## config.mk

```make
export PLATFORM = sky130hd
export DESIGN_NAME = text_cursor_controller_top
export DESIGN_NICKNAME = d
export VERILOG_FILES = /design/src/rtl/tcc_pkg.sv /design/src/rtl/tcc_div.sv /design/src/rtl/tcc_dpath.sv /design/src/rtl/tcc_ctrl.sv /design/src/rtl/text_cursor_controller_top.sv
export SDC_FILE = /design/constraint.sdc
export NUM_CORES = 1
export LEC_CHECK = 0
export ABC_AREA = 1
export BUFFER_PORTS_ARGS = -buffer_cell sky130_fd_sc_hd__buf_2
export CAP_MARGIN = 20
export CORE_ASPECT_RATIO = 1.1
export CORE_MARGIN = 2
export CORE_UTILIZATION = 55
export CTS_CLUSTER_DIAMETER = 50
export CTS_CLUSTER_SIZE = 14
export DETAILED_ROUTE_END_ITERATION = 16
export GPL_TIMING_DRIVEN = 1
export PLACE_DENSITY = 0.73
export SLEW_MARGIN = 0
export SYNTH_ARGS = -nofsm -noshare
export SYNTH_HDL_FRONTEND = slang
export SYNTH_SLANG_ARGS = --single-unit
```

## constraint.sdc

```tcl
create_clock -name clock -period 5.9 [get_ports clock]
set_clock_uncertainty 0.2 [all_clocks]
set_input_delay 0.59 -clock clock [delete_from_list [all_inputs] [get_ports clock]]
set_output_delay 0.59 -clock clock [all_outputs]
set_load 0.1 [all_outputs]
```

## src/rtl/tcc_pkg.sv

```systemverilog
package tcc_pkg;

   // Default cursor coordinate width; the cursor holds one bit more
   localparam int COORD_BITS_DEF = 12;

   // Field widths
   localparam int POS_W      = 13;
   localparam int CHAR_W     = 8;
   localparam int SET_W      = 12;
   localparam int WIN_POS_W  = 12;
   localparam int WIN_SIZE_W = 13;
   localparam int CELL_W     = 7;
   localparam int TAB_W      = 12;
   localparam int MODE_W     = 3;
   localparam int CSR_IDX_W  = 4;
   localparam int CSR_DATA_W = 13;

   // Mode flag bits
   localparam int MODE_WRAP   = 0;
   localparam int MODE_SCROLL = 1;
   localparam int MODE_OPAQUE = 2;

   // Control characters
   localparam logic [CHAR_W-1:0] CHAR_TAB = 8'd9;
   localparam logic [CHAR_W-1:0] CHAR_LF  = 8'd10;
   localparam logic [CHAR_W-1:0] CHAR_CR  = 8'd13;

   // Operation codes
   localparam logic OP_PRINT = 1'b0;
   localparam logic OP_SET   = 1'b1;

   // Register reset values
   localparam logic [WIN_POS_W-1:0]  RST_WIN_X = 12'd0;
   localparam logic [WIN_POS_W-1:0]  RST_WIN_Y = 12'd0;
   localparam logic [WIN_SIZE_W-1:0] RST_WIN_W = 13'd640;
   localparam logic [WIN_SIZE_W-1:0] RST_WIN_H = 13'd480;
   localparam logic [CELL_W-1:0]     RST_CELL_W = 7'd8;
   localparam logic [CELL_W-1:0]     RST_CELL_H = 7'd16;
   localparam logic [TAB_W-1:0]      RST_TAB   = 12'd64;
   localparam logic [MODE_W-1:0]     RST_MODE  = 3'd0;

   typedef enum logic [CSR_IDX_W-1:0] {
      CSR_WIN_X  = 4'd0,
      CSR_WIN_Y  = 4'd1,
      CSR_WIN_W  = 4'd2,
      CSR_WIN_H  = 4'd3,
      CSR_CELL_W = 4'd4,
      CSR_CELL_H = 4'd5,
      CSR_TAB    = 4'd6,
      CSR_MODE   = 4'd7
   } csr_index_type;

   typedef enum logic [1:0] {
      CMD_GLYPH  = 2'd0,
      CMD_FILL   = 2'd1,
      CMD_SCROLL = 2'd2
   } rsp_cmd_type;

   typedef enum logic [2:0] {
      CUR_HOLD,
      CUR_SET,
      CUR_ADV,
      CUR_TAB,
      CUR_NL,
      CUR_HOME
   } cur_op_type;

   typedef enum logic [1:0] {
      DIV_TAB,
      DIV_WIDTH,
      DIV_HEIGHT
   } div_sel_type;

   // Controller to datapath
   typedef struct packed {
      logic        latch;
      logic        div_start;
      div_sel_type div_sel;
      logic        emit;
      rsp_cmd_type emit_cmd;
      logic        emit_last;
      cur_op_type  cur_op;
   } dp_cmd_type;

   // Datapath to controller
   typedef struct packed {
      logic op_set;
      logic is_tab;
      logic is_newline;
      logic opaque;
      logic wrap_glyph;
      logic wrap_tab;
      logic scroll_hit;
      logic div_done;
      logic slot_free;
   } dp_status_type;

endpackage

```

## src/rtl/tcc_div.sv

```systemverilog
module tcc_div
   import tcc_pkg::*;
#(
   parameter int DW = 13,
   parameter int VW = 12
) (
   input  logic          clock,
   input  logic          reset,
   input  logic          start,
   input  logic [DW-1:0] dividend,
   input  logic [VW-1:0] divisor,
   output logic [VW-1:0] rem,
   output logic          done
);

   localparam int CNT_W = $clog2(DW + 1);

   logic             busy_ff, busy_in;
   logic             done_ff, done_in;
   logic [CNT_W-1:0] cnt_ff, cnt_in;
   logic [DW-1:0]    dvd_ff, dvd_in;
   logic [VW-1:0]    dsr_ff, dsr_in;
   logic [VW-1:0]    rem_ff, rem_in;
   logic [VW:0]      trial;
   logic [VW:0]      diff;

   // One restoring step: shift in the next dividend bit, subtract if it fits
   assign trial = {rem_ff, dvd_ff[DW-1]};
   assign diff  = trial - {1'b0, dsr_ff};

   always_comb begin
      busy_in = busy_ff;
      done_in = 1'b0;
      cnt_in  = cnt_ff;
      dvd_in  = dvd_ff;
      dsr_in  = dsr_ff;
      rem_in  = rem_ff;
      if (start) begin
         busy_in = 1'b1;
         cnt_in  = CNT_W'(DW);
         dvd_in  = dividend;
         dsr_in  = divisor;
         rem_in  = '0;
      end else if (busy_ff) begin
         rem_in = (trial >= {1'b0, dsr_ff}) ? diff[VW-1:0] : trial[VW-1:0];
         dvd_in = dvd_ff << 1;
         cnt_in = cnt_ff - CNT_W'(1);
         if (cnt_ff == CNT_W'(1)) begin
            busy_in = 1'b0;
            done_in = 1'b1;
         end
      end
   end

   always_ff @(posedge clock) begin
      if (reset) begin
         busy_ff <= 1'b0;
         done_ff <= 1'b0;
         cnt_ff  <= '0;
      end else begin
         busy_ff <= busy_in;
         done_ff <= done_in;
         cnt_ff  <= cnt_in;
      end
      dvd_ff <= dvd_in;
      dsr_ff <= dsr_in;
      rem_ff <= rem_in;
   end

   assign rem  = rem_ff;
   assign done = done_ff;

endmodule

```

## src/rtl/tcc_dpath.sv

```systemverilog
module tcc_dpath
   import tcc_pkg::*;
#(
   parameter int COORD_BITS = COORD_BITS_DEF
) (
   input  logic                  clock,
   input  logic                  reset,
   input  dp_cmd_type            cmd,
   output dp_status_type         status,
   input  logic                  req_operation,
   input  logic [CHAR_W-1:0]     req_char_code,
   input  logic [SET_W-1:0]      req_set_col,
   input  logic [SET_W-1:0]      req_set_row,
   input  logic                  csr_valid,
   input  logic [CSR_IDX_W-1:0]  csr_index,
   input  logic [CSR_DATA_W-1:0] csr_wdata,
   output logic                  rsp_valid,
   input  logic                  rsp_stall,
   output logic [1:0]            rsp_command,
   output logic [POS_W-1:0]      rsp_pos_x,
   output logic [POS_W-1:0]      rsp_pos_y,
   output logic [CHAR_W-1:0]     rsp_glyph,
   output logic [POS_W-1:0]      rsp_box_w,
   output logic [POS_W-1:0]      rsp_box_h,
   output logic                  rsp_last
);

   localparam int CW = COORD_BITS + 1;
   localparam int DW = (CW > WIN_SIZE_W) ? CW : WIN_SIZE_W;
   localparam int TW = DW + 1;
   localparam int SW = DW + 2;

   // Configuration registers
   logic [WIN_POS_W-1:0]  win_x_ff, win_y_ff;
   logic [WIN_SIZE_W-1:0] win_w_ff, win_h_ff;
   logic [CELL_W-1:0]     cell_w_ff, cell_h_ff;
   logic [TAB_W-1:0]      tab_ff;
   logic [MODE_W-1:0]     mode_ff;

   // Latched request
   logic              op_ff;
   logic [CHAR_W-1:0] char_ff;
   logic [SET_W-1:0]  set_col_ff, set_row_ff;

   // Cursor and intermediate results
   logic [CW-1:0]         col_ff, col_in, row_ff, row_in;
   logic [TW-1:0]         tab_col_ff;
   logic [WIN_SIZE_W-1:0] span_w_ff, span_h_ff;
   div_sel_type           div_sel_ff;

   // Output register
   logic              rsp_valid_ff, rsp_valid_in;
   logic [1:0]        command_ff, command_in;
   logic [POS_W-1:0]  pos_x_ff, pos_x_in, pos_y_ff, pos_y_in;
   logic [CHAR_W-1:0] glyph_ff, glyph_in;
   logic [POS_W-1:0]  box_w_ff, box_w_in, box_h_ff, box_h_in;
   logic              last_ff, last_in;

   // Divider interface
   logic [DW-1:0]    div_dividend;
   logic [TAB_W-1:0] div_divisor;
   logic [TAB_W-1:0] div_rem;
   logic             div_done;

   // Wide sums for the edge tests
   logic [SW-1:0] col_sw, row_sw, tab_sw, cw_sw, ch_sw, col_adv, row_adv;
   logic [POS_W-1:0] col13, row13, abs_x, abs_y;
   logic is_ctrl;

   // Take register writes
   always_ff @(posedge clock) begin
      if (reset) begin
         win_x_ff  <= RST_WIN_X;
         win_y_ff  <= RST_WIN_Y;
         win_w_ff  <= RST_WIN_W;
         win_h_ff  <= RST_WIN_H;
         cell_w_ff <= RST_CELL_W;
         cell_h_ff <= RST_CELL_H;
         tab_ff    <= RST_TAB;
         mode_ff   <= RST_MODE;
      end else if (csr_valid) begin
         case (csr_index)
            CSR_WIN_X:  win_x_ff  <= csr_wdata[WIN_POS_W-1:0];
            CSR_WIN_Y:  win_y_ff  <= csr_wdata[WIN_POS_W-1:0];
            CSR_WIN_W:  win_w_ff  <= csr_wdata[WIN_SIZE_W-1:0];
            CSR_WIN_H:  win_h_ff  <= csr_wdata[WIN_SIZE_W-1:0];
            CSR_CELL_W: cell_w_ff <= csr_wdata[CELL_W-1:0];
            CSR_CELL_H: cell_h_ff <= csr_wdata[CELL_W-1:0];
            CSR_TAB:    tab_ff    <= csr_wdata[TAB_W-1:0];
            CSR_MODE:   mode_ff   <= csr_wdata[MODE_W-1:0];
            default: ;
         endcase
      end
   end

   // Hold the accepted request beat
   always_ff @(posedge clock) begin
      if (cmd.latch) begin
         op_ff      <= req_operation;
         char_ff    <= req_char_code;
         set_col_ff <= req_set_col;
         set_row_ff <= req_set_row;
      end
   end

   assign col_sw  = SW'(col_ff);
   assign row_sw  = SW'(row_ff);
   assign tab_sw  = SW'(tab_col_ff);
   assign cw_sw   = SW'(cell_w_ff);
   assign ch_sw   = SW'(cell_h_ff);
   assign col_adv = col_sw + cw_sw;
   assign row_adv = row_sw + ch_sw;

   // Decode and edge tests for the controller
   assign is_ctrl = (tab_ff != '0) && (char_ff inside {CHAR_TAB, CHAR_LF, CHAR_CR});

   always_comb begin
      status            = '0;
      status.op_set     = (op_ff == OP_SET);
      status.is_tab     = is_ctrl && (char_ff == CHAR_TAB);
      status.is_newline = is_ctrl && (char_ff != CHAR_TAB);
      status.opaque     = mode_ff[MODE_OPAQUE];
      status.wrap_glyph = mode_ff[MODE_WRAP] && (col_adv + cw_sw > SW'(win_w_ff));
      status.wrap_tab   = mode_ff[MODE_WRAP] && (tab_sw + cw_sw > SW'(win_w_ff));
      status.scroll_hit = mode_ff[MODE_SCROLL] && (row_adv + ch_sw > SW'(win_h_ff));
      status.div_done   = div_done;
      status.slot_free  = !rsp_valid_ff || !rsp_stall;
   end

   // Select divider operands
   always_comb begin
      case (cmd.div_sel)
         DIV_TAB: begin
            div_dividend = DW'(col_ff);
            div_divisor  = tab_ff;
         end
         DIV_WIDTH: begin
            div_dividend = DW'(win_w_ff);
            div_divisor  = TAB_W'(cell_w_ff);
         end
         DIV_HEIGHT: begin
            div_dividend = DW'(win_h_ff);
            div_divisor  = TAB_W'(cell_h_ff);
         end
         default: begin
            div_dividend = '0;
            div_divisor  = '0;
         end
      endcase
   end

   tcc_div #(
      .DW (DW),
      .VW (TAB_W)
   ) u_div (
      .clock    (clock),
      .reset    (reset),
      .start    (cmd.div_start),
      .dividend (div_dividend),
      .divisor  (div_divisor),
      .rem      (div_rem),
      .done     (div_done)
   );

   // Round down from the remainder: next tab stop, scroll span
   always_ff @(posedge clock) begin
      if (cmd.div_start) begin
         div_sel_ff <= cmd.div_sel;
      end
      if (div_done) begin
         case (div_sel_ff)
            DIV_TAB:
               tab_col_ff <= TW'(col_ff) - TW'(div_rem) + TW'(tab_ff);
            DIV_WIDTH:
               span_w_ff <= (cell_w_ff == '0) ? '0 : win_w_ff - WIN_SIZE_W'(div_rem);
            DIV_HEIGHT:
               span_h_ff <= (cell_h_ff == '0) ? '0 : win_h_ff - WIN_SIZE_W'(div_rem);
            default: ;
         endcase
      end
   end

   // Advance the cursor
   always_comb begin
      col_in = col_ff;
      row_in = row_ff;
      case (cmd.cur_op)
         CUR_HOLD: ;
         CUR_SET: begin
            col_in = CW'(set_col_ff);
            row_in = CW'(set_row_ff);
         end
         CUR_ADV:  col_in = col_adv[CW-1:0];
         CUR_TAB:  col_in = tab_col_ff[CW-1:0];
         CUR_NL: begin
            col_in = '0;
            row_in = row_adv[CW-1:0];
         end
         CUR_HOME: col_in = '0;
         default: ;
      endcase
   end

   always_ff @(posedge clock) begin
      if (reset) begin
         col_ff <= '0;
         row_ff <= '0;
      end else begin
         col_ff <= col_in;
         row_ff <= row_in;
      end
   end

   // Build the result beat
   assign col13 = POS_W'(col_ff);
   assign row13 = POS_W'(row_ff);
   assign abs_x = POS_W'(win_x_ff) + col13;
   assign abs_y = POS_W'(win_y_ff) + row13;

   always_comb begin
      command_in   = command_ff;
      pos_x_in     = pos_x_ff;
      pos_y_in     = pos_y_ff;
      glyph_in     = glyph_ff;
      box_w_in     = box_w_ff;
      box_h_in     = box_h_ff;
      last_in      = last_ff;
      rsp_valid_in = rsp_valid_ff && rsp_stall;
      if (cmd.emit) begin
         rsp_valid_in = 1'b1;
         command_in   = cmd.emit_cmd;
         last_in      = cmd.emit_last;
         case (cmd.emit_cmd)
            CMD_GLYPH: begin
               pos_x_in = abs_x;
               pos_y_in = abs_y;
               glyph_in = char_ff;
               box_w_in = '0;
               box_h_in = '0;
            end
            CMD_FILL: begin
               pos_x_in = abs_x;
               pos_y_in = abs_y;
               glyph_in = '0;
               box_w_in = tab_col_ff[POS_W-1:0] - col13;
               box_h_in = POS_W'(cell_h_ff);
            end
            CMD_SCROLL: begin
               pos_x_in = POS_W'(win_x_ff);
               pos_y_in = POS_W'(win_y_ff);
               glyph_in = '0;
               box_w_in = span_w_ff;
               box_h_in = span_h_ff;
            end
            default: ;
         endcase
      end
   end

   always_ff @(posedge clock) begin
      if (reset) begin
         rsp_valid_ff <= 1'b0;
      end else begin
         rsp_valid_ff <= rsp_valid_in;
      end
      command_ff <= command_in;
      pos_x_ff   <= pos_x_in;
      pos_y_ff   <= pos_y_in;
      glyph_ff   <= glyph_in;
      box_w_ff   <= box_w_in;
      box_h_ff   <= box_h_in;
      last_ff    <= last_in;
   end

   assign rsp_valid   = rsp_valid_ff;
   assign rsp_command = command_ff;
   assign rsp_pos_x   = pos_x_ff;
   assign rsp_pos_y   = pos_y_ff;
   assign rsp_glyph   = glyph_ff;
   assign rsp_box_w   = box_w_ff;
   assign rsp_box_h   = box_h_ff;
   assign rsp_last    = last_ff;

endmodule

```

## src/rtl/tcc_ctrl.sv

```systemverilog
module tcc_ctrl
   import tcc_pkg::*;
(
   input  logic          clock,
   input  logic          reset,
   input  logic          req_valid,
   output logic          req_stall,
   input  dp_status_type status,
   output dp_cmd_type    cmd
);

   typedef enum logic [3:0] {
      ST_IDLE,
      ST_DECODE,
      ST_GLYPH,
      ST_TAB_WAIT,
      ST_TAB_DONE,
      ST_LINE,
      ST_WIDTH_WAIT,
      ST_HEIGHT_WAIT,
      ST_SCROLL
   } state_type;

   state_type state_ff, state_in;

   assign req_stall = (state_ff != ST_IDLE);

   // Sequence one item through decode, divide and emit
   always_comb begin
      state_in = state_ff;
      cmd      = '0;
      case (state_ff)
         ST_IDLE: begin
            if (req_valid) begin
               cmd.latch = 1'b1;
               state_in  = ST_DECODE;
            end
         end
         ST_DECODE: begin
            if (status.op_set) begin
               cmd.cur_op = CUR_SET;
               state_in   = ST_IDLE;
            end else if (status.is_tab) begin
               cmd.div_start = 1'b1;
               cmd.div_sel   = DIV_TAB;
               state_in      = ST_TAB_WAIT;
            end else if (status.is_newline) begin
               state_in = ST_LINE;
            end else begin
               state_in = ST_GLYPH;
            end
         end
         ST_GLYPH: begin
            if (status.slot_free) begin
               cmd.emit      = 1'b1;
               cmd.emit_cmd  = CMD_GLYPH;
               cmd.emit_last = !(status.wrap_glyph && status.scroll_hit);
               cmd.cur_op    = CUR_ADV;
               state_in      = status.wrap_glyph ? ST_LINE : ST_IDLE;
            end
         end
         ST_TAB_WAIT: begin
            if (status.div_done) begin
               state_in = ST_TAB_DONE;
            end
         end
         ST_TAB_DONE: begin
            if (!status.opaque) begin
               cmd.cur_op = CUR_TAB;
               state_in   = status.wrap_tab ? ST_LINE : ST_IDLE;
            end else if (status.slot_free) begin
               cmd.emit      = 1'b1;
               cmd.emit_cmd  = CMD_FILL;
               cmd.emit_last = !(status.wrap_tab && status.scroll_hit);
               cmd.cur_op    = CUR_TAB;
               state_in      = status.wrap_tab ? ST_LINE : ST_IDLE;
            end
         end
         ST_LINE: begin
            if (!status.scroll_hit) begin
               cmd.cur_op = CUR_NL;
               state_in   = ST_IDLE;
            end else begin
               cmd.div_start = 1'b1;
               cmd.div_sel   = DIV_WIDTH;
               state_in      = ST_WIDTH_WAIT;
            end
         end
         ST_WIDTH_WAIT: begin
            if (status.div_done) begin
               cmd.div_start = 1'b1;
               cmd.div_sel   = DIV_HEIGHT;
               state_in      = ST_HEIGHT_WAIT;
            end
         end
         ST_HEIGHT_WAIT: begin
            if (status.div_done) begin
               state_in = ST_SCROLL;
            end
         end
         ST_SCROLL: begin
            if (status.slot_free) begin
               cmd.emit      = 1'b1;
               cmd.emit_cmd  = CMD_SCROLL;
               cmd.emit_last = 1'b1;
               cmd.cur_op    = CUR_HOME;
               state_in      = ST_IDLE;
            end
         end
         default: state_in = ST_IDLE;
      endcase
   end

   always_ff @(posedge clock) begin
      if (reset) begin
         state_ff <= ST_IDLE;
      end else begin
         state_ff <= state_in;
      end
   end

endmodule

```

## src/rtl/text_cursor_controller_top.sv

```systemverilog
// Set cursor passes through decode only; a plain glyph passes decode and an emit state.
// A tab waits on one pass of the shared restoring divider, then moves or fills.
// A new line that scrolls adds two divider passes and the scroll beat.
// One item is in work at a time; results leave through a one-beat output register.
// Reset is synchronous: registers return to defaults, cursor to origin, output empty.
module text_cursor_controller_top
   import tcc_pkg::*;
#(
   parameter int COORD_BITS = COORD_BITS_DEF
) (
   input  logic                  clock,
   input  logic                  reset,
   input  logic                  req_valid,
   output logic                  req_stall,
   input  logic                  req_operation,
   input  logic [CHAR_W-1:0]     req_char_code,
   input  logic [SET_W-1:0]      req_set_col,
   input  logic [SET_W-1:0]      req_set_row,
   output logic                  rsp_valid,
   input  logic                  rsp_stall,
   output logic [1:0]            rsp_command,
   output logic [POS_W-1:0]      rsp_pos_x,
   output logic [POS_W-1:0]      rsp_pos_y,
   output logic [CHAR_W-1:0]     rsp_glyph,
   output logic [POS_W-1:0]      rsp_box_w,
   output logic [POS_W-1:0]      rsp_box_h,
   output logic                  rsp_last,
   input  logic                  csr_valid,
   output logic                  csr_ready,
   input  logic [CSR_IDX_W-1:0]  csr_index,
   input  logic [CSR_DATA_W-1:0] csr_wdata
);

   dp_cmd_type    cmd;
   dp_status_type status;

   // Register writes complete at once
   assign csr_ready = 1'b1;

   tcc_ctrl u_ctrl (
      .clock     (clock),
      .reset     (reset),
      .req_valid (req_valid),
      .req_stall (req_stall),
      .status    (status),
      .cmd       (cmd)
   );

   tcc_dpath #(
      .COORD_BITS (COORD_BITS)
   ) u_dpath (
      .clock         (clock),
      .reset         (reset),
      .cmd           (cmd),
      .status        (status),
      .req_operation (req_operation),
      .req_char_code (req_char_code),
      .req_set_col   (req_set_col),
      .req_set_row   (req_set_row),
      .csr_valid     (csr_valid),
      .csr_index     (csr_index),
      .csr_wdata     (csr_wdata),
      .rsp_valid     (rsp_valid),
      .rsp_stall     (rsp_stall),
      .rsp_command   (rsp_command),
      .rsp_pos_x     (rsp_pos_x),
      .rsp_pos_y     (rsp_pos_y),
      .rsp_glyph     (rsp_glyph),
      .rsp_box_w     (rsp_box_w),
      .rsp_box_h     (rsp_box_h),
      .rsp_last      (rsp_last)
   );

endmodule

```

# Word-level counts from Yosys, hierarchy flattened
# Cells that the tools add are included.
totals:
  output_inout_bits: 66
  reg_bits: 291
  latchBits: 0
  mem_bits_rw: 0
  input_bits: 55
  wordCells: 191
  romBits: 0
  memories: 0
op_classes:
  n_eq_ne: 38
  n_mul: 0
  shift: 0
  order_cmp: 4
  n_reduce_logical: 50
  n_addsub: 14
  bitwise_logic: 1
  mux: 50
  div_mod_pow: 0
op_table:
  columns: ["cell", "n"]
  rows:
  - ["one-hot mux 13 bit (3 select lines)", 3]
  - ["one-hot mux 13 bit (2 select lines)", 3]
  - ["one-hot mux 13 bit (4 select lines)", 1]
  - ["two-way mux 4 bit", 12]
  - ["> comparator 15 x 13 -> 1 bit", 3]
  - ["one-hot mux 12 bit (3 select lines)", 1]
  - ["one-hot mux 4 bit (9 select lines)", 1]
  - ["two-way mux 3 bit", 11]
  - ["equality test 4 x 3 -> 1 bit (second input constant)", 8]
  - ["adder 15 x 7 -> 15 bit", 2]
  - ["adder 13 x 7 -> 14 bit", 2]
  - ["AND reduction 2 bit", 14]
  - ["adder 12 x 13 -> 13 bit", 2]
  - ["two-way mux 13 bit", 2]
  - ["subtractor 13 x 12 -> 13 bit", 2]
  - ["equality test 8 x 4 -> 1 bit (second input constant)", 3]
  - ["two-way mux 7 bit", 3]
  - ["equality test 4 x 2 -> 1 bit (second input constant)", 4]
  - ["one-hot mux 8 bit (2 select lines)", 1]
  - ["adder 14 x 7 -> 15 bit", 1]
  - ["one-hot mux 3 bit (5 select lines)", 1]
  - ["adder 14 x 12 -> 14 bit", 1]
  - ["zero test 7 bit", 2]
  - ["subtractor 13 x 12 -> 14 bit", 1]
  - ["other kinds (32)", 73]

# Depth between registers and ports, before layout
# Gate-level depths: netlist (run 1).
depth:
  depth_word: 13
  mapped_depth: 34
  ltp_nobuf: 33

# By module
# Synthesis (run 1) repeated with hierarchy kept, for this count alone.
hier_totals:
  cells_unflattened: 2518
  area_unflattened_um2: 19494.9
by_module_without_submodules:
  columns: ["module", "cells_per_inst", "area_per_inst_um2", "seq_area_each_um2", "instances"]
  rows:
  - ["tcc_dpath", 2077, 16350.7, 6266.0, 1]
  - ["tcc_div", 344, 2595.0, 1111.1, 1]
  - ["tcc_ctrl", 95, 538.0, 80.1, 1]
  - ["text_cursor_controller_top", 2, 11.3, 0.0, 1]

# Least setup slack after synthesis (run 1)
# OpenSTA, ideal clock, no wires.
synth_timing:
  path_type: "register -> register"
  from: "register u_dpath.cell_h_ff[0]"
  to: "register u_dpath.u_div.dvd_ff[0], enable pin"
  n_path_buf: 1
  stages_incl_launch_ff: 23
  arrival_ns: 4.380
  setup_ns: 0.340
  slack_ns: 0.980
  required_ns: 5.360
  cell_sequence: "dfxtp_1 > ha_1 > fa_1 > inv_1 > fa_1 > o21ai_0 > nand3_1 > a21oi_1 > o21ai_0 > nor2_1 > nand2_1 > xnor2_1 > inv_1 > ha_1 > nand4_1 > or4_1 > nand2_1 > nand3_2 > nand2_2 > nor2_4 > nor3b_4 > buf_6 > nand2_1"
synth_between:
  elab_chain_cells: 7
synth_lines:
  columns: ["item", "line", "source"]
  rows:
  - ["start: declaration", "tcc_dpath.sv:36", "logic [CELL_W-1:0] cell_w_ff, cell_h_ff;"]
  - ["start signal: assignment", "tcc_dpath.sv:88", "CSR_CELL_H: cell_h_ff <= csr_wdata[CELL_W-1:0];"]
  - ["adder 13 x 7 -> 14 bit", "tcc_dpath.sv:112", "assign row_adv = row_sw + ch_sw;"]
  - ["adder 15 x 7 -> 15 bit *", "tcc_dpath.sv:125", "status.scroll_hit = mode_ff[MODE_SCROLL] && (row_adv + ch_sw > SW'(win_h_ff));"]
  - ["> comparator 15 x 13 -> 1 bit *", "tcc_dpath.sv:125", null]
  - ["logical AND 1 bit *", "tcc_dpath.sv:125", null]
  - ["two-way mux 3 bit *", "tcc_ctrl.sv:80", "if (!status.scroll_hit) begin"]
  - ["one-hot mux 3 bit (3 select lines) *", "tcc_ctrl.sv:32", "case (state_ff)"]
  - ["nonzero test 2 bit (no line) *", null, null]
  - ["end signal: assignment", "tcc_div.sv:65", "dvd_ff <= dvd_in;"]
  - ["end: declaration", "tcc_div.sv:21", "logic [DW-1:0] dvd_ff, dvd_in;"]
# Every way passes the cells marked *; elsewhere a longest branch is shown, timed or not.
# A chain may end at the register's enable or synchronous reset.

# Final worst setup path (run 1)
layout_timing:
  from: "register u_dpath.cell_h_ff[2]"
  to: "register u_dpath.u_div.dvd_ff[11] (data pin)"
layout_between:
  elab_chain_cells: 9
  word_cells_on_any_way: 11
  classes_between: "add/sub: 2; order compare: 1; eq/ne: 2; mux: 4; reduce/logical: 2"
layout_lines:
  columns: ["item", "line", "source"]
  rows:
  - ["adder 13 x 7 -> 14 bit", "tcc_dpath.sv:112", null]
  - ["adder 15 x 7 -> 15 bit *", "tcc_dpath.sv:125", null]
  - ["> comparator 15 x 13 -> 1 bit *", "tcc_dpath.sv:125", null]
  - ["logical AND 1 bit *", "tcc_dpath.sv:125", null]
  - ["two-way mux 3 bit *", "tcc_ctrl.sv:80", null]
  - ["one-hot mux 3 bit (3 select lines) *", "tcc_ctrl.sv:32", null]
  - ["equality test 2 bit, or another cell as far along", "tcc_dpath.sv:132", "case (cmd.div_sel)"]
  - ["one-hot mux 13 bit (3 select lines)", "tcc_dpath.sv:132", null]
  - ["two-way mux 13 bit *", "tcc_div.sv:38", "if (start) begin"]
  - ["via u_dpath.u_div.dvd_in[11]", "tcc_div.sv:21", null]
# Mark *: on every way through the listed nets, which the timed path passes. The rest lies on a longest branch.

==> run_results.csv, run 1 <==
group,metric,value,unit
synth,synth.net_count,2621,
setup_path,rr_startpoint,"u_dpath.cell_h_ff[2]$_SDFFE_PP0P_",
sta,slew_viol_final,0,
route,vias,16900,
synth,synth_simple_gate_area_share,19.1,%
synth,post_synth_xor_area_fraction,3.38,%
placement,port-buffer-count,119,
placement,gp_routability_congestion,0.985,
placement,dp_worst_setup_slack,0.496,ns
synth,synth_top_cell_by_area,"sky130_fd_sc_hd__edfxtp_1",
floorplanning,chipHeight,198,um
floorplanning,floorplan.core_area,0.0340,mm^2
sta,totalNegativeSetupSlack,0,ns
pwr,power.leakage,9.62,nW
global_routing,grt_start_max_net_pins,97,
global_routing,global_route.usage.total,31.9,%
clock_tree,clock-root-buffer,"sky130_fd_sc_hd__clkbuf_16",
pwr,power.ir.vdd_worst,0.000248,V
clock_tree,post_cts_hold_buffer_count,0,
setup_path,path_max_fanout,40,
clock_tree,max-clock-path-buffers,3,
cells_and_area,filler_cell_count,3009,
setup_path,setup.worst_path.start,"u_dpath.cell_h_ff[2]$_SDFFE_PP0P_",
route,routed_wl,57.6,mm
synth,main_combinational_cell_family_by_area_after_synthesis,"simple AND/OR/NAND/NOR gates",
synth,synth.mux.area_fraction,0,%
placement,dp_hpwl,45.0,mm
route,wire_per_inst,19.5,um
setup_path,crit_path_max_incr_delay,0.47,ns
run_status,run_status,"finished clean",
placement,postPlaceCellArea,0.0199,mm^2
synth,synth_compound_gate_area_share,15.9,%
sta,period_needed,5.37,ns
sta,layout_worst_path_cycle_share,91.0,%
synth,synth.area.top_cells,"sky130_fd_sc_hd__edfxtp_1 (26%), sky130_fd_sc_hd__dfxtp_1 (14%), sky130_fd_sc_hd__ha_1 (11%), sky130_fd_sc_hd__nand2_1 (9.2%), sky130_fd_sc_hd__inv_1 (7.1%)",
hold_path,timing.hold.worst.class,"in -> reg",
synth,sequential_cell_area_fraction_in_the_yosys_report,39.6,%
sta,maxClockFrequency,0.186,GHz
cells_and_area,layout.cell_area.non_filler,0.0211,mm^2
global_routing,grt_overflow_total,0,
clock_tree,htree_levels,2,
clock_tree,cts_tree,"yes",
cells_and_area,synthToLayoutAreaGrowth,12.0,%
route,vias_per_cell,5.70,
setup_path,timing.critical_path.arrival,5.46,ns
setup_path,critPathMostFrequentCell,"sky130_fd_sc_hd__nand2_1",
setup_path,startpoint_type,"flop",
clock_tree,cts.repair_timing.setup_buffer_count,0,
setup_path,slowest_stage,"sky130_fd_sc_hd__or4_1",
sta,grt_setup_unrepaired,"false",
route,dr.pass1.iters,7,
global_routing,wire_length_of_the_first_global_routing_pass,87.8,mm
synth,yosys.area_share.adder,13.5,%
floorplanning,placementRows,71,
setup_path,timing.setup.critical_path_class,"reg -> reg",
global_routing,number_of_antenna_violations_at_the_first_check_in_global_routing,1,
synth,ys_warn_count,0,
cells_and_area,layout-drive-gt1-share,9.56,%
floorplanning,dieArea,0.0358,mm^2
clock_tree,postCtsResizedCells,0,
sta,final-hold-violation-count,0,
setup_path,cp-end-kind,"flop",
synth,synth.ff_latch_count,291,
global_routing,via_count_of_the_first_global_routing_pass,15700,
clock_tree,clock_insertion_delay_worst_skew,0.54,ns
floorplanning,io-pin-count,121,
clock_tree,clk_pin_slew,0.06,ns
floorplanning,floorplan.initialDensity,55.4,%
synth,synthesis.instances,2377,
hold_path,hp_start,"req_char_code[7]",
run,maxCapViolations,0,
sta,post-route-worst-setup-slack,0.531,ns
cells_and_area,final_net_count,2739,
route,detailedRoute.firstIterationViolations,1787,
synth,netlist_area,0.0189,mm^2
clock_tree,clkSinkCount,291,
route,ant_nets,0,
synth,synth.top_cell.area_share,26.0,%
synth,post_synth_num_cell_types,52,
floorplanning,die_x,181,um
sta,timing.slew.headroom,31.0,%
pwr,totalPowerFinal,7.29,mW
sta,setup_violations,0,
pwr,cellPowerDensity,345,mW/mm^2
synth,synth.avg_cell_area,7.93,um^2
sta,tightest_slew,1.03,ns
route,drc,0,
clock_tree,cts_inserted_buffers,35,
setup_path,worst_ep_required_time,5.99,ns
-- stage by stage --
| step | cells | util (%) | hold slack (ns) |
|---|---|---|---|
| final | 2960 | 62.1 | 0.0202 |
| after global routing | 2959 | 62.1 | 0.0124 |
| after CTS | 2956 | 61.9 | 0.00863 |
| after detailed placement | 2893 | 58.4 | 0.267 |
| after global placement | 2892 | 58.4 | 0.259 |
| after floorplan | 2377 | - | 0.243 |
-- synthesized netlist by cell type (all sizes together) --
cell     number
nand3b        7
o2111ai       8
dfxtp       128
o21bai       11
o31a          1
nand2       472
nand3       112
nor3b         1
a22oi         1
conb          1
xor2         51
nor4          8
edfxtp      163
or2          14
xnor2        21
o31ai         3
a32o          5
a21oi       253
a21boi        1
o21a          8
nor2        188
a22o          2
buf          11
ha          166
inv         363
a211oi        3
o211ai       21
fa           23
clkbuf       45
o21ai       205
or4           2
o22ai         6
a31oi        11
and2          1
clkinv        3
nor3         27
a31o          1
a21o         11
nand4        19
-- registers in the layout (all words and copies together) (netlist names), 13 cells and up --
signal	cells
u_dpath.u_div.dvd_ff	13
u_dpath.span_h_ff	13
u_dpath.rsp_pos_x	13
u_dpath.rsp_box_h	13
u_dpath.tab_col_ff	14
u_dpath.span_w_ff	13
u_dpath.rsp_box_w	13
u_dpath.rsp_pos_y	13
u_dpath.win_h_ff	13
u_dpath.win_w_ff	13
u_dpath.row13	13
u_dpath.col13	13
-- critical path, delay by kind of cell, from the launching register on --
kind,cells,cell delay [ns]
DFF,1,0.45
and+or+nand+nor,15,2.19
buffers and inverters,3,0.28
AOI/OAI and AO/OA,4,0.67
adders and majority gates,3,1.00
xor gates and xnor gates,2,0.31
-- logic make-up (layout without fill, tap and decap cells) --
logic type,count (synthesis),count (layout)
AND/OR/NAND/NOR,851,851
buffers and inverters,422,566
XOR/XNOR,72,72
other,1,2
AO/OA/AOI/OAI,551,551
flip-flops,291,291
adder cells (fa/ha/maj),189,189
-- cell usage in the layout (no fill, tap or decap), types with 6 or more instances in the layout --
cell and count:
sky130_fd_sc_hd__a21o_1 11, sky130_fd_sc_hd__a21oi_1 252, sky130_fd_sc_hd__a31oi_1 11, sky130_fd_sc_hd__buf_2 119
sky130_fd_sc_hd__buf_4 15, sky130_fd_sc_hd__clkbuf_16 36, sky130_fd_sc_hd__dfxtp_1 128, sky130_fd_sc_hd__edfxtp_1 163
sky130_fd_sc_hd__fa_1 23, sky130_fd_sc_hd__ha_1 166, sky130_fd_sc_hd__inv_1 357, sky130_fd_sc_hd__inv_2 6
sky130_fd_sc_hd__inv_6 7, sky130_fd_sc_hd__nand2_1 462, sky130_fd_sc_hd__nand2_2 6, sky130_fd_sc_hd__nand3_1 111
sky130_fd_sc_hd__nand3b_1 7, sky130_fd_sc_hd__nand4_1 19, sky130_fd_sc_hd__nor2_1 181, sky130_fd_sc_hd__nor3_1 24
sky130_fd_sc_hd__nor4_1 8, sky130_fd_sc_hd__o2111ai_1 8, sky130_fd_sc_hd__o211ai_1 21, sky130_fd_sc_hd__o21a_1 8
sky130_fd_sc_hd__o21ai_0 205, sky130_fd_sc_hd__o21bai_1 11, sky130_fd_sc_hd__o22ai_1 6, sky130_fd_sc_hd__or2_2 14
sky130_fd_sc_hd__xnor2_1 20, sky130_fd_sc_hd__xor2_1 51
-- path summary, 6_finish.rpt --
path | to | slack [ns] | cells past startpoint
min | u_dpath.char_ff[7]$_DFFE_PP_ | 0.02 | 1
min reg2reg | u_dpath.win_x_ff[5]$_SDFFE_PP0P_ | 0.28 | 2
max reg2reg | u_dpath.u_div.dvd_ff[11]$_DFFE_PP_ | 0.53 | 27
max | u_dpath.u_div.dvd_ff[11]$_DFFE_PP_ | 0.53 | 27
-- where the power goes --
part           internal, mW  switching, mW  total, mW
Clock                  1.27          0.941       2.21
Sequential             2.39          0.184       2.58
Combinational         0.746           1.76       2.50
-- routing by layer --
| layer | wire length [um] | up-vias | GRT usage (%) |
|---|---|---|---|
| li1 | - | 8203 | - |
| met1 | 24400 | 7852 | 42.6 |
| met2 | 26300 | 691 | 52.1 |
| met3 | 4750 | 125 | 5.21 |
| met4 | 2190 | 0 | 12.3 |
| met5 | 0 | - | 0 |
-- cell type report --
class	count	area, um^2	area share [%]
inverter	366	1370	6.51
clock buffer	42	943	4.47
antenna	1	2.50	0.0118
clock inverter	21	235	1.11
sequential	291	7460	35.3
tap	438	548	2.60
timing repair buffer	137	754	3.57
multi-input combinational	1664	9800	46.4
Note: power is estimated with default switching activity, not from simulation.
==> inputs of run 2 (changes only) <==
--- a/config.mk
+++ b/config.mk
@@ -15,7 +15,7 @@
 export CTS_CLUSTER_SIZE = 14
 export DETAILED_ROUTE_END_ITERATION = 16
 export GPL_TIMING_DRIVEN = 1
-export PLACE_DENSITY = 0.73
+export PLACE_DENSITY = 0.74
 export SLEW_MARGIN = 0
 export SYNTH_ARGS = -nofsm -noshare
 export SYNTH_HDL_FRONTEND = slang
==> constraint.sdc (replaced) <==
create_clock -name clock -period 5.73 [get_ports clock]
set_clock_uncertainty 0.2 [all_clocks]
set_input_delay 0.573 -clock clock [delete_from_list [all_inputs] [get_ports clock]]
set_output_delay 0.573 -clock clock [all_outputs]
set_load 0.1 [all_outputs]
==> run_results.csv, run 2 (synthesized netlist as in run 1, its figures left out) <==
group,metric,value,unit
route,vias,16900,
clock_tree,cts_tree,"yes",
hold_path,timing.hold.worst.class,"in -> reg",
setup_path,crit_path_max_incr_delay,0.41,ns
global_routing,global_route.usage.total,32.6,%
sta,maxClockFrequency,0.190,GHz
floorplanning,floorplan.core_area,0.0340,mm^2
global_routing,wire_length_of_the_first_global_routing_pass,89.7,mm
global_routing,groute.layer.met2.usage,52.2,%
clock_tree,htree_levels,2,
placement,dp_hpwl,46.0,mm
cells_and_area,diodes,0,
setup_path,path_max_fanout,40,
route,routed_wl,58.8,mm
pwr,power.ir.vdd_worst,0.000403,V
clock_tree,cts_inserted_buffers,34,
sta,period_needed,5.25,ns
route,detailedRoute.firstIterationViolations,1617,
global_routing,via_count_of_the_first_global_routing_pass,15900,
pwr,power.leakage,9.62,nW
setup_path,critPathMostFrequentCell,"sky130_fd_sc_hd__nand2_1",
pwr,power_frac_seq,35.2,%
pwr,p_switching,2.97,mW
setup_path,slowest_stage,"sky130_fd_sc_hd__or4_1",
pwr,proportion_of_power_drawn_by_the_clock_network,30.4,%
sta,tightest_slew,1.03,ns
sta,post-route-worst-setup-slack,0.480,ns
sta,layout_worst_path_cycle_share,91.6,%
route,vias_per_cell,5.70,
sta,grt_setup_unrepaired,"false",
floorplanning,dieArea,0.0358,mm^2
global_routing,grt_start_max_net_pins,92,
cells_and_area,largest_register_ff_count,14,
cells_and_area,synthToLayoutAreaGrowth,12.1,%
global_routing,globalRouteMet1Util,43.6,%
clock_tree,post_cts_hold_buffer_count,0,
cells_and_area,multi_input_comb_area,0.00980,mm^2
global_routing,grt-busiest-layer,"met2",
floorplanning,floorplan.initialDensity,55.4,%
pwr,comb_power_share,34.4,%
placement,port-buffer-count,119,
route,wire_per_inst,19.9,um
global_routing,globalRouteMet3Util,5.54,%
clock_tree,clk_pin_slew,0.06,ns
cells_and_area,layout.cell_area.non_filler,0.0211,mm^2
global_routing,grt_overflow_total,0,
route,drc,0,
pwr,power_report.internal_total,4.59,mW
cells_and_area,layout-drive-gt1-share,9.48,%
setup_path,timing.setup.critical_path_class,"reg -> reg",
floorplanning,die_x,181,um
sta,slew_viol_final,0,
clock_tree,clkSinkCount,291,
sta,final-hold-violation-count,0,
floorplanning,chipHeight,198,um
clock_tree,postCtsResizedCells,0,
cells_and_area,filler_cell_count,3020,
setup_path,startpoint_type,"flop",
placement,postPlaceCellArea,0.0199,mm^2
run,maxCapViolations,0,
floorplanning,io-pin-count,121,
run_status,run_status,"finished clean",
clock_tree,max-clock-path-buffers,3,
placement,gp_routability_congestion,1.00,
pwr,power.switching_fraction,39.3,%
clock_tree,cts.repair_timing.setup_buffer_count,0,
placement,dp_worst_setup_slack,0.355,ns
cells_and_area,final_cell_mix,"sky130_fd_sc_hd__nand2_1 (462), sky130_fd_sc_hd__inv_1 (357), sky130_fd_sc_hd__a21oi_1 (252)",
cells_and_area,seq_area,0.00746,mm^2
setup_path,cp-end-kind,"flop",
cells_and_area,final_net_count,2741,
setup_path,worst_ep_required_time,5.81,ns
route,ant_nets,0,
clock_tree,clock_insertion_delay_worst_skew,0.53,ns
route,dr.pass1.iters,5,
cells_and_area,final_common_cell,"sky130_fd_sc_hd__nand2_1",
sta,setup_violations,0,
floorplanning,placementRows,71,
pwr,totalPowerFinal,7.56,mW
pwr,cellPowerDensity,358,mW/mm^2
setup_path,timing.critical_path.arrival,5.33,ns
sta,timing.slew.headroom,30.9,%
cells_and_area,biggest_register,"u_dpath.tab_col_ff",
global_routing,number_of_antenna_violations_at_the_first_check_in_global_routing,2,
clock_tree,clock-root-buffer,"sky130_fd_sc_hd__clkbuf_16",
sta,totalNegativeSetupSlack,0,ns
run 2: changes by cell type in the layout (fill, tap and decap cells not counted), sizes merged:
cell / previous run / this run
clkinvlp: 0 / 1
diode: 1 / 0
bufinv: 2 / 4
buf: 137 / 140
clkinv: 13 / 11
inv: 372 / 369
run 2: per-stage QoR:
| step | hold slack [ns] | util, % | std cells |
|---|---|---|---|
| 2_1_floorplan | 0.243 | - | 2377 |
| 3_3_place_gp | 0.260 | 58.5 | 2895 |
| 3_5_place_dp | 0.265 | 58.5 | 2897 |
| 4_1_cts | 0.00234 | 62.0 | 2958 |
| 5_1_grt | 0.00521 | 62.1 | 2960 |
| 6_report | 0.0209 | 62.1 | 2960 |
run 2: cell type report:
class | instances | share of cell area, %
clock buffers | 42 | 4.37
clock inverters | 19 | 1.19
inverters | 366 | 6.50
multi-input cells | 1664 | 46.4
flip-flops and latches | 291 | 35.3
well taps | 438 | 2.59
repair buffers | 140 | 3.64
run 2: path summary, 6_finish.rpt:
check	from	endpoint	slack, ns	cells after the start
worst max-delay path	u_dpath.cell_h_ff[0]$_SDFFE_PP0P_	u_dpath.u_div.dvd_ff[11]$_DFFE_PP_	0.48	29
worst min-delay path	req_set_row[11]	u_dpath.set_row_ff[11]$_DFFE_PP_	0.02	1
worst max register to register	u_dpath.cell_h_ff[0]$_SDFFE_PP0P_	u_dpath.u_div.dvd_ff[11]$_DFFE_PP_	0.48	29
worst min register to register	u_dpath.win_x_ff[8]$_SDFFE_PP0P_	u_dpath.win_x_ff[8]$_SDFFE_PP0P_	0.28	2
run 2: power groups by stage:
stage          Combinational, mW  Clock, mW  Sequential (mW)
2_1_floorplan               1.49          0             3.08
3_3_place_gp                2.50          0             2.70
3_5_place_dp                2.55          0             2.70
4_1_cts                     2.57       2.32             2.65
5_1_grt                     2.86       2.40             2.67
6_report                    2.60       2.30             2.66
run 2: routing by layer:
| metal | vias up | share of wire [%] |
|---|---|---|
| met5 | - | 0.042 |
| met4 | 4 | 4.6 |
| met3 | 145 | 8.3 |
| met2 | 736 | 45 |
| met1 | 7796 | 42 |
| li1 | 8202 | - |
run 2: critical path, delay by kind of cell, from the launching register on:
family | cells | cell delay, ns
fa+ha+maj | 4 | 1.26
flops | 1 | 0.36
compound gates | 2 | 0.36
xor+xnor | 2 | 0.28
buf+inv | 3 | 0.29
simple gates | 18 | 2.27
